## src/rtl/core/imd_pkg.sv

```systemverilog
// Shared types, constants and the CORDIC arctangent table for the motion detector.
package imd_pkg;

    typedef struct packed {
        logic               func;
        logic signed [15:0] accel_x;
        logic signed [15:0] accel_y;
        logic signed [15:0] accel_z;
        logic signed [15:0] gyro_z;
    } imd_in_t;

    typedef struct packed {
        logic        moved;
        logic        origin_valid;
        logic [16:0] accel_dev;
        logic [14:0] orient_dev;
        logic [15:0] gyro_dev;
    } imd_out_t;

    typedef struct packed {
        logic [16:0] away_accel;
        logic [14:0] away_orient;
        logic [15:0] away_gyro;
        logic [16:0] ret_accel;
        logic [14:0] ret_orient;
        logic [15:0] ret_gyro;
    } imd_thr_t;

    localparam logic [2:0] CFG_AWAY_ACCEL  = 3'd0;
    localparam logic [2:0] CFG_AWAY_ORIENT = 3'd1;
    localparam logic [2:0] CFG_AWAY_GYRO   = 3'd2;
    localparam logic [2:0] CFG_RET_ACCEL   = 3'd3;
    localparam logic [2:0] CFG_RET_ORIENT  = 3'd4;
    localparam logic [2:0] CFG_RET_GYRO    = 3'd5;

    localparam int CfgDataW = 17;
    localparam int CordicMaxSteps = 24;
    localparam int ZW = 26;

    // Arctangent of 2^-i in 1/65536 degree.
    function automatic logic signed [ZW-1:0] atan_lut(input logic [4:0] i);
        logic signed [ZW-1:0] v;
        begin
            case (i)
                5'd0:  v = 26'sd2949120;
                5'd1:  v = 26'sd1740967;
                5'd2:  v = 26'sd919879;
                5'd3:  v = 26'sd466945;
                5'd4:  v = 26'sd234379;
                5'd5:  v = 26'sd117304;
                5'd6:  v = 26'sd58666;
                5'd7:  v = 26'sd29335;
                5'd8:  v = 26'sd14668;
                5'd9:  v = 26'sd7334;
                5'd10: v = 26'sd3667;
                5'd11: v = 26'sd1833;
                5'd12: v = 26'sd917;
                5'd13: v = 26'sd458;
                5'd14: v = 26'sd229;
                5'd15: v = 26'sd115;
                5'd16: v = 26'sd57;
                5'd17: v = 26'sd29;
                5'd18: v = 26'sd14;
                5'd19: v = 26'sd7;
                5'd20: v = 26'sd4;
                5'd21: v = 26'sd2;
                5'd22: v = 26'sd1;
                default: v = '0;
            endcase
            return v;
        end
    endfunction

endpackage

```

## src/rtl/core/imd_front.sv

```systemverilog
// Front end: accepts input transactions and the config port, holds thresholds.
module imd_front (
    input  logic            clk,
    input  logic            rst_n,
    input  logic            in_valid,
    output logic            in_ready,
    input  imd_pkg::imd_in_t in_data,
    input  logic            cfg_valid,
    output logic            cfg_ready,
    input  logic [2:0]      cfg_index,
    input  logic [imd_pkg::CfgDataW-1:0] cfg_data,
    output logic            q_valid,
    input  logic            q_ready,
    output imd_pkg::imd_in_t q_data,
    output imd_pkg::imd_thr_t thr
);
    import imd_pkg::*;

    imd_thr_t thr_reg;
    // Two-entry queue toward the back end.
    imd_in_t  buf_reg [2];
    logic     wptr_reg, rptr_reg;
    logic [1:0] cnt_reg;

    assign cfg_ready = 1'b1;
    assign thr       = thr_reg;
    assign in_ready  = (cnt_reg != 2'd2);
    assign q_valid   = (cnt_reg != 2'd0);
    assign q_data    = buf_reg[rptr_reg];

    // Threshold registers
    always_ff @(posedge clk or negedge rst_n)
    begin
        if (!rst_n)
        begin
            thr_reg.away_accel  <= 17'd819;
            thr_reg.away_orient <= 15'd320;
            thr_reg.away_gyro   <= 16'd32;
            thr_reg.ret_accel   <= 17'd2048;
            thr_reg.ret_orient  <= 15'd32;
            thr_reg.ret_gyro    <= 16'd8;
        end
        else if (cfg_valid)
        begin
            case (cfg_index)
                CFG_AWAY_ACCEL:  thr_reg.away_accel  <= cfg_data;
                CFG_AWAY_ORIENT: thr_reg.away_orient <= cfg_data[14:0];
                CFG_AWAY_GYRO:   thr_reg.away_gyro   <= cfg_data[15:0];
                CFG_RET_ACCEL:   thr_reg.ret_accel   <= cfg_data;
                CFG_RET_ORIENT:  thr_reg.ret_orient  <= cfg_data[14:0];
                CFG_RET_GYRO:    thr_reg.ret_gyro    <= cfg_data[15:0];
                default: ;
            endcase
        end
    end

    // Queue pointers
    always_ff @(posedge clk or negedge rst_n)
    begin
        if (!rst_n)
        begin
            wptr_reg <= 1'b0;
            rptr_reg <= 1'b0;
            cnt_reg  <= 2'd0;
        end
        else
        begin
            if (in_valid && in_ready)
                wptr_reg <= ~wptr_reg;
            if (q_valid && q_ready)
                rptr_reg <= ~rptr_reg;
            cnt_reg <= cnt_reg + {1'b0, in_valid && in_ready} - {1'b0, q_valid && q_ready};
        end
    end

    always_ff @(posedge clk)
    begin
        if (in_valid && in_ready)
            buf_reg[wptr_reg] <= in_data;
    end

    property p_no_overflow;
        @(posedge clk) disable iff (!rst_n) cnt_reg == 2'd2 |-> !in_ready;
    endproperty
    assert property (p_no_overflow) else $error("queue overflow");
    assert property (@(posedge clk) disable iff (!rst_n)
        cnt_reg != 2'd3) else $error("bad queue count");
    assert property (@(posedge clk) disable iff (!rst_n)
        (cnt_reg == 2'd0) |-> !q_valid) else $error("empty queue valid");
endmodule

```

## config.mk

```make
export PLATFORM = sky130hd
export DESIGN_NAME = imd_front
export DESIGN_NICKNAME = d
export VERILOG_FILES = /design/src/rtl/core/imd_pkg.sv /design/src/rtl/core/imd_front.sv
export SDC_FILE = /design/constraint.sdc
export NUM_CORES = 1
export LEC_CHECK = 0
export CORE_MARGIN = 2
export CORE_UTILIZATION = 29
export DETAILED_ROUTE_END_ITERATION = 6
export DONT_BUFFER_PORTS = 1
export PLACE_DENSITY = 0.41
export SLEW_MARGIN = 20
export SYNTH_ARGS = -nofsm -noshare
export SYNTH_HDL_FRONTEND = slang
export SYNTH_SLANG_ARGS = --single-unit
```

## constraint.sdc

```tcl
create_clock -name clk -period 4.54 [get_ports clk]
set_clock_uncertainty 0.2 [all_clocks]
set_input_delay 0 -clock clk [delete_from_list [all_inputs] [get_ports clk]]
set_output_delay 0 -clock clk [all_outputs]
set_load 0.01 [all_outputs]
```

* Yosys cells after proc, flatten, opt, wreduce, memory -nomap -nowiden
Memories as Yosys holds them, arrays and structs flattened. Index checks and enable logic that the tools add are counted.
Cells by class: bitwise operators 2, $add $sub $neg 2, reductions and logical operators 10, multiplexer cells 2, eq/ne operators 6
Operator list (count):
- 2-bit AND reduction | 6
- 3-bit by 2-bit == test with 1-bit output (second input constant) | 2
- 3-bit == test (second input constant) | 2
- 3-bit by 1-bit == test with 1-bit output (second input constant) | 1
- 3-bit logical NOT | 1
- 2-bit by 1-bit adder with 2-bit output | 1
- 1-bit logical AND | 2
- 1-bit two-way mux | 2
- 2-bit inequality test (second input constant) | 1
- 1-bit NOT | 2
- 2-bit nonzero test | 1
- 2-bit by 1-bit subtractor with 2-bit output | 1
Word-level totals: word-level logic and storage cells 32, output and inout port bits 164, register bits 100, memories 1, bits in writable memories 130, bits of input ports 90
Memories:
- buf_reg | words 2, bits a word 65, rd ports 1, clocked after memory_dff 0, write ports 1, line imd_front.sv:21 | imd_in_t buf_reg [2];

* Depth between registers and ports, before layout
Gate-level depths: netlist (run 1).
depth after elaboration 4, gate-level depth with buffers 5, depth with buffers taken out 5

* Worst setup path before layout (run 1)
OpenSTA, ideal clock, no wires.
path kind flip-flop to flip-flop, from reg cnt_reg[0], to mem buf_reg[0][0] in the netlist's numbering (enable), path slack 426 ps, data arrival time 3426 ps, cell stages (with the launch flop) 4, path buffers 0, required time 3852 ps, cells stage by stage dfrtp_1 > nand2b_1 > nand2_1 > nor2_1
Between the ends: longest elaborated chain between the ends 4
Ends and longest elaborated chain:
- start, declared | line imd_front.sv:23 | logic [1:0] cnt_reg;
- start signal, assigned | line imd_front.sv:72 | cnt_reg <= cnt_reg + {1'b0, in_valid && in_ready} - {1'b0, q_valid && q_ready};
- 2-bit inequality test | line imd_front.sv:27 | assign in_ready = (cnt_reg != 2'd2);
- net in_ready | line imd_front.sv:6 | output logic in_ready,
- 1-bit logical AND | line imd_front.sv:78 | if (in_valid && in_ready)
- 1-bit two-way mux | line imd_front.sv:78
- 1-bit two-way mux (implied by the code) | line imd_front.sv:79 | buf_reg[wptr_reg] <= in_data;
- end, declared | line imd_front.sv:21
The timed path passes the listed nets, and every way through them passes these cells.

==> results.sh, run 1 <==
export IMPL_gp_congestion=0.688
export IMPL_hold_buffers=165
export IMPL_synth_seq_cells=230
export IMPL_worstPathCellList="buf_4 -> mux2_2"
export IMPL_final_nets=707
export IMPL_synthesis_nets=525
export IMPL_start_util=0.297
export IMPL_tns_ps=0
export IMPL_grt_pass1_wl_mm=30.0
export IMPL_ys_flop_type="edfxtp_1"
export IMPL_crit_path_max_fanout=46
export IMPL_clock_sinks=230
export IMPL_arrival_ps=2240
export IMPL_cts_root_buf="clkbuf_16"
export IMPL_r2r_start="cnt_reg[0]"
export IMPL_setup_violations=0
export IMPL_max_stage_delay_ps=850
export IMPL_instances_no_fill=1020
export IMPL_synthArstFlopShare=0.435
export IMPL_seqPwrFrac=0.503
export IMPL_grt_usage=0.126
export IMPL_clkPwrFrac=0.307
export IMPL_yosysTopAreaCellShare=0.456
export IMPL_cts_tree="built"
export IMPL_swShare=0.288
export IMPL_cts_setup_buffers=0
export IMPL_worst_slew_pin_slew_ps=915
export IMPL_end_kind="output pin"
export IMPL_area_delta_synth_final_pct=34.2
export IMPL_coreArea_mm2=0.0289
export IMPL_grt_antenna_before_repair=0
export IMPL_gr_total_overflow=0
export IMPL_hold_depth=2
export IMPL_initialDrtViolationCount=111
export IMPL_grt_pass1_vias=4949
export IMPL_rsz0062_at_grt="no"
export IMPL_drt_pass1_iter_count=4
export IMPL_fillers=2638
export IMPL_slew_limit_headroom=0.390
export IMPL_postCtsResizedCells=0
export IMPL_yosys_warnings=0
export IMPL_slew_violations=0
export IMPL_fp_row_count=62
export IMPL_max_freq_mhz=411
export IMPL_die_w_um=176
export IMPL_hold_end="thr[46]"
export IMPL_cp_start_kind="register"
export IMPL_cts_clk_slew_worst_paths_ps=60
export IMPL_drt_wl_total_mm=20.0
export IMPL_grt_max_degree=89
export IMPL_synth_common_cells="mux2_2 (161), edfxtp_1 (130), dfrtp_1 (88), dfstp_2 (12), buf_4 (6)"
export IMPL_ioPinCount=254
export IMPL_port_buffers=0
export IMPL_viasPerCell=4.40
export IMPL_netlist_area_mm2=0.00857
export IMPL_post_dp_hpwl_mm=12.2
export IMPL_clk_latency_ps=520
export IMPL_power_density_mw_per_mm2=548
export IMPL_outcome="complete, no violations"
export IMPL_min_from="cfg_index[1]"
export IMPL_die_h_um=176
export IMPL_netlist_instances=434
export IMPL_clockBufferDepth=3
export IMPL_pre_cts_slack_ps=2170
export IMPL_diodes=0
export IMPL_finalPower_w=0.00630
export IMPL_vias=4492
export IMPL_p_comb_frac=0.190
export IMPL_slowest_stage="dfrtp_4"
export IMPL_syn_area_per_cell_um2=19.7
export IMPL_final_util=0.398
export IMPL_htree_num_levels=1
export IMPL_wl_per_cell_um=19.6
export IMPL_post_synth_top_count_cell="mux2_2"
export IMPL_p_int_w=0.00449
export IMPL_leakage_nw=4.27
export IMPL_drv_cap=0
export IMPL_hp_class="primary input to register"
export IMPL_cp_required_ps=4340
export IMPL_drive_gt1_frac=0.352
export IMPL_r2r_end="buf_reg[1][34]"
export IMPL_largest_register_ffs=130
export IMPL_p_sw_w=0.00181
export IMPL_antenna_left=0
export IMPL_finalCritPeriodShare=0.536
export IMPL_peakVddDrop_mv=0.254
export IMPL_post_place_cells=807
export IMPL_layout_setup_ws_ps=2100
export IMPL_ys_seq_area_frac=0.750
export IMPL_reg2reg_slack_ps=2210
export IMPL_yosysTopAreaCell="edfxtp_1"
export IMPL_synth_top_cells_by_area="edfxtp_1 (46%), dfrtp_1 (26%), mux2_2 (21%)"
export IMPL_synth_edf_count=130
export IMPL_fp_dieArea_mm2=0.0309
export IMPL_ys_types=26
export IMPL_layout_min_cycle_time_ps=2440
export IMPL_drcViolationCount=0
export IMPL_path_class="register to output pin"
export IMPL_numCtsBuffers=26
export IMPL_hold_viol_final=0
export IMPL_r2r_cells=3
==> cells in the final DEF, fill, tap and decap left out <==
cell and instances:
nand2b_1 1, bufinv_16 1, dfrtp_4 1, clkbuf_16 27, nor4b_4 1, nor2_4 1, buf_4 6, nor3_4 1
nand4b_2 2, clkinv_2 3, or2_2 1, inv_6 1, xnor2_1 3, nand3_1 1, a21bo_2 1, o21ai_0 1
mux2_2 161, dfrtp_1 87, nand2_1 3, a211oi_1 1, buf_16 2, clkinv_1 5, ha_1 1, edfxtp_1 130
nor2_1 2, conb_1 1, a32oi_1 1, dfstp_2 12, nor4bb_4 2, dlygate4sd3_1 163, clkbuf_1 11, nor2b_1 1
and3_2 1
==> kinds of logic (layout without fill, tap and decap cells) <==
group | count (synthesis) | after routing | synth area share
AO/OA/AOI/OAI | 4 | 4 | 0.00365
buffers and inverters | 17 | 219 | 0.0134
other | 1 | 1 | 0.000438
XOR/XNOR | 3 | 3 | 0.00307
flip-flops | 230 | 230 | 0.750
multiplexers | 161 | 161 | 0.212
adder cells (fa/ha/maj) | 1 | 1 | 0.00146
AND/OR/NAND/NOR | 17 | 17 | 0.0167
==> routing by layer <==
metal	vias to the layer above	GRT usage	wire length (µm)
met3	28	0.0634	2480
met4	0	0.0306	350
met2	200	0.211	9450
met1	2263	0.143	7700
met5	-	0	0
li1	2001	-	-
==> worst max-delay path: cells and delay by family, from the launching register on <==
kind	cells	cell delay [ps]
multiplexers	1	420
flip-flops	1	850
buffers and inverters	1	400
==> per-stage QoR <==
stage	hold slack, ps	instance area [µm²]
after floorplan	-496	8570
after global placement	-493	9020
after detailed placement	-493	9020
after CTS	21.1	11500
after global routing	30.5	11500
final	19.2	11500
==> worst max path at each step <==
stage               start             end  slack [ps]  depth (start not counted)
2_1_floorplan  cnt_reg[0]   buf_reg[0][0]         430                          3
3_3_place_gp   cnt_reg[0]  buf_reg[1][28]        2210                          3
3_5_place_dp   cnt_reg[0]  buf_reg[1][26]        2170                          3
4_1_cts          rptr_reg      q_data[11]        1710                          2
5_1_grt          rptr_reg      q_data[11]        1970                          2
6_report         rptr_reg      q_data[11]        2100                          2
==> power by group through the flow <==
stage | registers, W | clock network [W] | logic [W]
floorplan | 0.00304 | 0 | 0.000918
global placement | 0.00321 | 0 | 0.00104
detailed placement | 0.00321 | 0 | 0.00105
CTS | 0.00318 | 0.00201 | 0.00123
global route | 0.00323 | 0.00209 | 0.00129
finish | 0.00317 | 0.00194 | 0.00120
==> cell type report <==
class                   count  area, µm²  area share
flip-flops and latches    230       6420       0.559
multi-input cells         187       2070       0.180
repair buffers            171       1730       0.151
clock buffers              38        717      0.0624
well taps                 384        480      0.0418
clock inverters            10       72.6     0.00631
Power figures use the tool's default switching activity.
==> inputs of run 2 (changes only) <==
- ABC_AREA: not set -> 1
- clock period: 4.54 -> 2.4 ns (I/O delays scaled with it)
==> results.sh, run 2 <==
export IMPL_slew_limit_headroom=0.525
export IMPL_layout_min_cycle_time_ps=2290
export IMPL_cp_start_kind="primary input"
export IMPL_post_synth_top_count_cell="nand2_1"
export IMPL_r2r_start="cnt_reg[1]"
export IMPL_layout_setup_ws_ps=107
export IMPL_worstSetupEndpoint="thr[52]"
export IMPL_ioPinCount=254
export IMPL_drcViolationCount=0
export IMPL_most_common_layout_cells="nand2_1 (335), dlygate4sd3_1 (207), edfxtp_1 (130), dfrtp_1 (87)"
export IMPL_syn_area_per_cell_um2=11.8
export IMPL_synth_common_cells="nand2_1 (335), edfxtp_1 (130), dfrtp_1 (88), inv_1 (25), o21ai_2 (25)"
export IMPL_htree_num_levels=1
export IMPL_crit_path_max_fanout=15
export IMPL_finalCritPeriodShare=0.955
export IMPL_setup_violations=0
export IMPL_netlist_instances=748
export IMPL_diodes=0
export IMPL_arrival_ps=2550
export IMPL_power_density_mw_per_mm2=996
export IMPL_synth_seq_cells=230
export IMPL_grt_pass1_wl_mm=35.5
export IMPL_port_buffers=0
export IMPL_synthesis_nets=839
export IMPL_cp_required_ps=2650
export IMPL_yosys_warnings=0
export IMPL_drt_pass1_iter_count=5
export IMPL_start_util=0.296
export IMPL_tns_ps=0
export IMPL_largest_register_ffs=130
export IMPL_drive_gt1_frac=0.107
export IMPL_clockBufferDepth=3
export IMPL_final_common_cell="nand2_1"
export IMPL_crit_start="cfg_index[2]"
export IMPL_ys_types=27
export IMPL_placed_area_mm2=0.00921
export IMPL_outcome="complete, no violations"
export IMPL_grt_max_degree=101
export IMPL_netlist_area_mm2=0.00882
export IMPL_rsz0062_at_grt="no"
export IMPL_final_nets=1051
export IMPL_numCtsBuffers=25
export IMPL_cts_root_buf="clkbuf_16"
export IMPL_max_freq_mhz=436
export IMPL_r2r_end="buf_reg[0][51]"
export IMPL_fp_dieArea_mm2=0.0318
export IMPL_instances_no_fill=1368
export IMPL_hp_class="primary input to register"
export IMPL_gp_congestion=0.791
export IMPL_area_delta_synth_final_pct=37.0
export IMPL_post_dp_hpwl_mm=15.8
export IMPL_die_h_um=178
export IMPL_final_area_mm2=0.0121
export IMPL_cts_tree="built"
export IMPL_cts_clk_slew_worst_paths_ps=60
export IMPL_post_place_cells=1114
export IMPL_r2r_cells=4
export IMPL_path_class="primary input to register"
export IMPL_drv_cap=0
export IMPL_ys_seq_area_frac=0.728
export IMPL_initialDrtViolationCount=332
export IMPL_leakage_nw=5.13
export IMPL_antenna_left=0
export IMPL_grt_pass1_vias=6265
export IMPL_synthArstFlopShare=0.435
export IMPL_peakVddDrop_mv=0.415
export IMPL_synth_top_cells_by_area="edfxtp_1 (44%), dfrtp_1 (25%), nand2_1 (14%)"
export IMPL_yosysTopAreaCellShare=0.443
export IMPL_die_w_um=178
export IMPL_gr_total_overflow=0
export IMPL_grt_antenna_before_repair=0
export IMPL_pre_cts_slack_ps=367
export IMPL_coreArea_mm2=0.0298
export IMPL_vias=6117
export IMPL_drt_wl_total_mm=23.8
export IMPL_clock_sinks=230
export IMPL_end_kind="register"
export IMPL_ys_flop_type="edfxtp_1"
export IMPL_finalPower_w=0.0120
export IMPL_wl_per_cell_um=17.4
export IMPL_cts_setup_buffers=0
export IMPL_clk_latency_ps=500
export IMPL_reg2reg_slack_ps=400
export IMPL_hold_viol_final=0
export IMPL_worst_slew_pin_slew_ps=713
export IMPL_synth_edf_count=130
export IMPL_grt_usage=0.145
export IMPL_fp_row_count=63
export IMPL_yosysTopAreaCell="edfxtp_1"
export IMPL_slew_violations=0
export IMPL_viasPerCell=4.47
-- run 2: cell count changes after synthesis, moves of 16 or more --
| cell | before | now |
|---|---|---|
| nand2_1 | 3 | 335 |
| mux2_2 | 161 | 0 |
| inv_1 | 0 | 25 |
| o21ai_2 | 0 | 25 |
| o21ai_1 | 0 | 22 |
| nand3_1 | 1 | 20 |
| nand4_1 | 0 | 16 |
-- run 2: metrics by stage --
step / utilization / hold slack [ps]
finish: 0.405 / 56.0
global route: 0.405 / 51.2
global placement: 0.309 / -492
floorplan: - / -496
detailed placement: 0.309 / -493
CTS: 0.405 / 43.2
-- run 2: what timing repair did --
| action | 4_1_cts | 5_1_grt |
|---|---|---|
| hold buffers | 209 | 0 |
| hold endpoints to repair | 460 | 0 |
| gates resized for setup | 0 | 2 |
| setup endpoints to repair | 0 | 21 |
-- run 2: worst min-delay path by stage --
| stage | from | to | slack (ps) | cells past startpoint |
|---|---|---|---|---|
| global route | in_valid | wptr_reg | 50 | 3 |
| finish | cfg_index[1] | thr[48] | 60 | 3 |
| CTS | cfg_data[2] | thr[50] | 40 | 3 |
| detailed placement | rst_n | thr[1] | -490 | 0 |
| floorplan | rst_n | cnt_reg[0] | -500 | 0 |
| global placement | rst_n | thr[1] | -490 | 0 |
-- run 2: critical path, stage by stage --
cell and delay [ps]:
dlygate4sd3_1 670, nor2_4 290, buf_4 260, nand4_1 110, dlygate4sd3_1 600, nand2_1 70, dlygate4sd3_1 540
-- run 2: power by group --
group          internal [W]  switching, W
registers           0.00515      0.000564
logic              0.000886       0.00194
clock network       0.00204       0.00146
-- run 2: cell type report --
cell class,instances,area [µm²]
fillers,2803,17700
inverters,27,101
clock inverters,9,46.3
clock buffers,36,708
repair buffers,222,2260
well taps,390,488
multi-input cells,454,2050
flip-flops and latches,230,6420
-- run 2: routing by layer --
layer,part of all wire,vias to the layer above,GRT usage
met5,0,-,0
met4,0.022,0,0.0407
met3,0.11,38,0.0554
met2,0.49,253,0.254
met1,0.38,2921,0.164
li1,-,2905,-
-- run 2: kinds of logic (layout without fill, tap and decap cells) --
kind of cell | after synthesis | count (layout) | share of synthesized area
AOI/OAI and AO/OA | 64 | 64 | 0.0470
xor gates and xnor gates | 1 | 1 | 0.000994
adders and majority gates | 1 | 1 | 0.00142
buffers and inverters | 64 | 294 | 0.0413
DFF | 230 | 230 | 0.728
other | 1 | 1 | 0.000425
and+or+nand+nor | 387 | 387 | 0.181
==> inputs of run 3 (changes only) <==
- PLACE_DENSITY: 0.41 -> not set
==> results.sh, run 3 (synthesis results as in run 2) <==
export IMPL_cp_depth=7
export IMPL_cp_top_family="buffers and inverters"
export IMPL_end_kind="register"
export IMPL_clock_sinks=230
export IMPL_p_int_w=0.00823
export IMPL_ioPinCount=254
export IMPL_r2r_cells=4
export IMPL_worstPathCellList="dlymetal6s4s_1 -> nand2_4 -> nor2_8 -> nand3_1 -> dlygate4sd3_1 -> nand2_1 -> dlygate4sd3_1"
export IMPL_hold_depth=4
export IMPL_outcome="complete, but fails checks"
export IMPL_die_w_um=178
export IMPL_post_place_cells=1113
export IMPL_cts_root_buf="clkbuf_16"
export IMPL_initialDrtViolationCount=277
export IMPL_final_area_mm2=0.0122
export IMPL_grt_pass1_wl_mm=36.3
export IMPL_p_sw_w=0.00404
export IMPL_fp_row_count=63
export IMPL_antenna_left=0
export IMPL_r2r_end="buf_reg[1][47]"
export IMPL_grt_max_degree=101
export IMPL_drcViolationCount=0
export IMPL_drv_cap=0
export IMPL_path_class="primary input to register"
export IMPL_grt_pass1_vias=6359
export IMPL_hold_end="thr[61]"
export IMPL_hold_viol_final=1
export IMPL_cts_setup_buffers=0
export IMPL_slew_violations=0
export IMPL_hold_worst_slack_ps=-19.8
export IMPL_swShare=0.329
export IMPL_fp_dieArea_mm2=0.0318
export IMPL_fillers=2749
export IMPL_final_util=0.410
export IMPL_tns_ps=0
export IMPL_crit_path_max_fanout=18
export IMPL_finalCritPeriodShare=0.875
export IMPL_hp_class="primary input to register"
export IMPL_rsz0062_at_grt="no"
export IMPL_instances_no_fill=1374
export IMPL_cp_required_ps=2640
export IMPL_port_buffers=0
export IMPL_cts_tree="built"
export IMPL_cts_clk_slew_worst_paths_ps=60
export IMPL_clockBufferDepth=3
export IMPL_clk_latency_ps=520
export IMPL_worst_slew_pin_slew_ps=695
export IMPL_path_buf_inv=3
export IMPL_min_from="cfg_index[0]"
export IMPL_placed_area_mm2=0.00921
export IMPL_arrival_ps=2340
export IMPL_htree_num_levels=1
export IMPL_reg2reg_slack_ps=370
export IMPL_gp_congestion=0.778
export IMPL_wl_per_cell_um=17.9
export IMPL_cp_common_cell="dlygate4sd3_1"
export IMPL_gr_total_overflow=0
export IMPL_vias=6206
export IMPL_max_freq_mhz=476
export IMPL_r2r_start="cnt_reg[1]"
export IMPL_final_nets=1057
export IMPL_final_common_cell="nand2_1"
export IMPL_numCtsBuffers=25
export IMPL_grt_usage=0.149
export IMPL_crit_start="cfg_index[1]"
export IMPL_max_stage_delay_ps=590
export IMPL_power_density_mw_per_mm2=1010
export IMPL_layout_min_cycle_time_ps=2100
export IMPL_drt_pass1_iter_count=5
export IMPL_area_delta_synth_final_pct=38.4
export IMPL_slowest_stage="dlymetal6s4s_1"
export IMPL_die_h_um=178
export IMPL_setup_violations=0
export IMPL_drive_gt1_frac=0.107
export IMPL_leakage_nw=5.21
export IMPL_viasPerCell=4.52
export IMPL_largest_register_ffs=130
export IMPL_cp_start_kind="primary input"
export IMPL_seqPwrFrac=0.465
export IMPL_coreArea_mm2=0.0298
export IMPL_grt_antenna_before_repair=2
export IMPL_slew_limit_headroom=0.536
export IMPL_most_common_layout_cells="nand2_1 (335), dlygate4sd3_1 (211), edfxtp_1 (130), dfrtp_1 (87), clkbuf_16 (27)"
export IMPL_p_comb_frac=0.235
export IMPL_post_dp_hpwl_mm=14.9
export IMPL_start_util=0.296
export IMPL_violations="negative hold slack"
export IMPL_drt_wl_total_mm=24.7
export IMPL_clkPwrFrac=0.300
export IMPL_peakVddDrop_mv=0.483
run 3: cell types whose count changed in the layout (fill, tap and decap cells not counted), sizes merged:
| cell | change |
|---|---|
| dlygate4sd3 | +4 |
| clkinvlp | +1 |
| diode | +2 |
| dlymetal6s4s | +2 |
| clkbuf | -1 |
| clkinv | -2 |
run 3: what timing repair did:
item / 4_1_cts / 5_1_grt
hold endpoints to repair: 443 / 2
gates resized for setup: 0 / 5
endpoints found under the setup margin: 0 / 21
hold buffers: 210 / 6
run 3: tightest hold or removal path: stages:
cell,delay [ps]
dlymetal6s4s_1,310
inv_4,160
nand4_1,130
nand2_1,50
run 3: metal layers:
layer | GRT usage | up-vias | wire length (µm)
met5 | 0 | - | 0
met4 | 0.0410 | 0 | 572
met3 | 0.0684 | 57 | 3010
met2 | 0.266 | 273 | 12100
met1 | 0.157 | 2960 | 8980
li1 | - | 2916 | -
run 3: how the worst max path moves through the flow:
stage / endpoint / slack, ps
floorplan: buf_reg[1][0] / -640
global placement: buf_reg[1][61] / 370
detailed placement: buf_reg[1][47] / 370
CTS: thr[42] / 8
global route: buf_reg[1][47] / 200
finish: thr[46] / 300
run 3: through the flow:
stage               worst slack [ps]  total power, W
detailed placement               370         0.00825
CTS                             8.14          0.0124
global route                     198          0.0130
floorplan                       -644         0.00743
global placement                 372         0.00818
finish                           299          0.0123
run 3: power groups by stage:
stage / combinational (W) / sequential [W] / clock [W]
global route: 0.00324 / 0.00579 / 0.00393
detailed placement: 0.00249 / 0.00576 / 0
floorplan: 0.00178 / 0.00565 / 0
CTS: 0.00291 / 0.00570 / 0.00378
global placement: 0.00243 / 0.00575 / 0
finish: 0.00289 / 0.00571 / 0.00368
run 3: layout make-up:
| type | instances | area, µm² | area share |
|---|---|---|---|
| inverters | 27 | 104 | 0.00851 |
| multi-input cells | 454 | 2050 | 0.168 |
| clock inverters | 8 | 41.3 | 0.00338 |
| diodes | 2 | 5.00 | 0.000410 |
| well taps | 390 | 488 | 0.0400 |
| clock buffers | 35 | 749 | 0.0614 |
| flip-flops and latches | 230 | 6420 | 0.526 |
| repair buffers | 228 | 2350 | 0.192 |
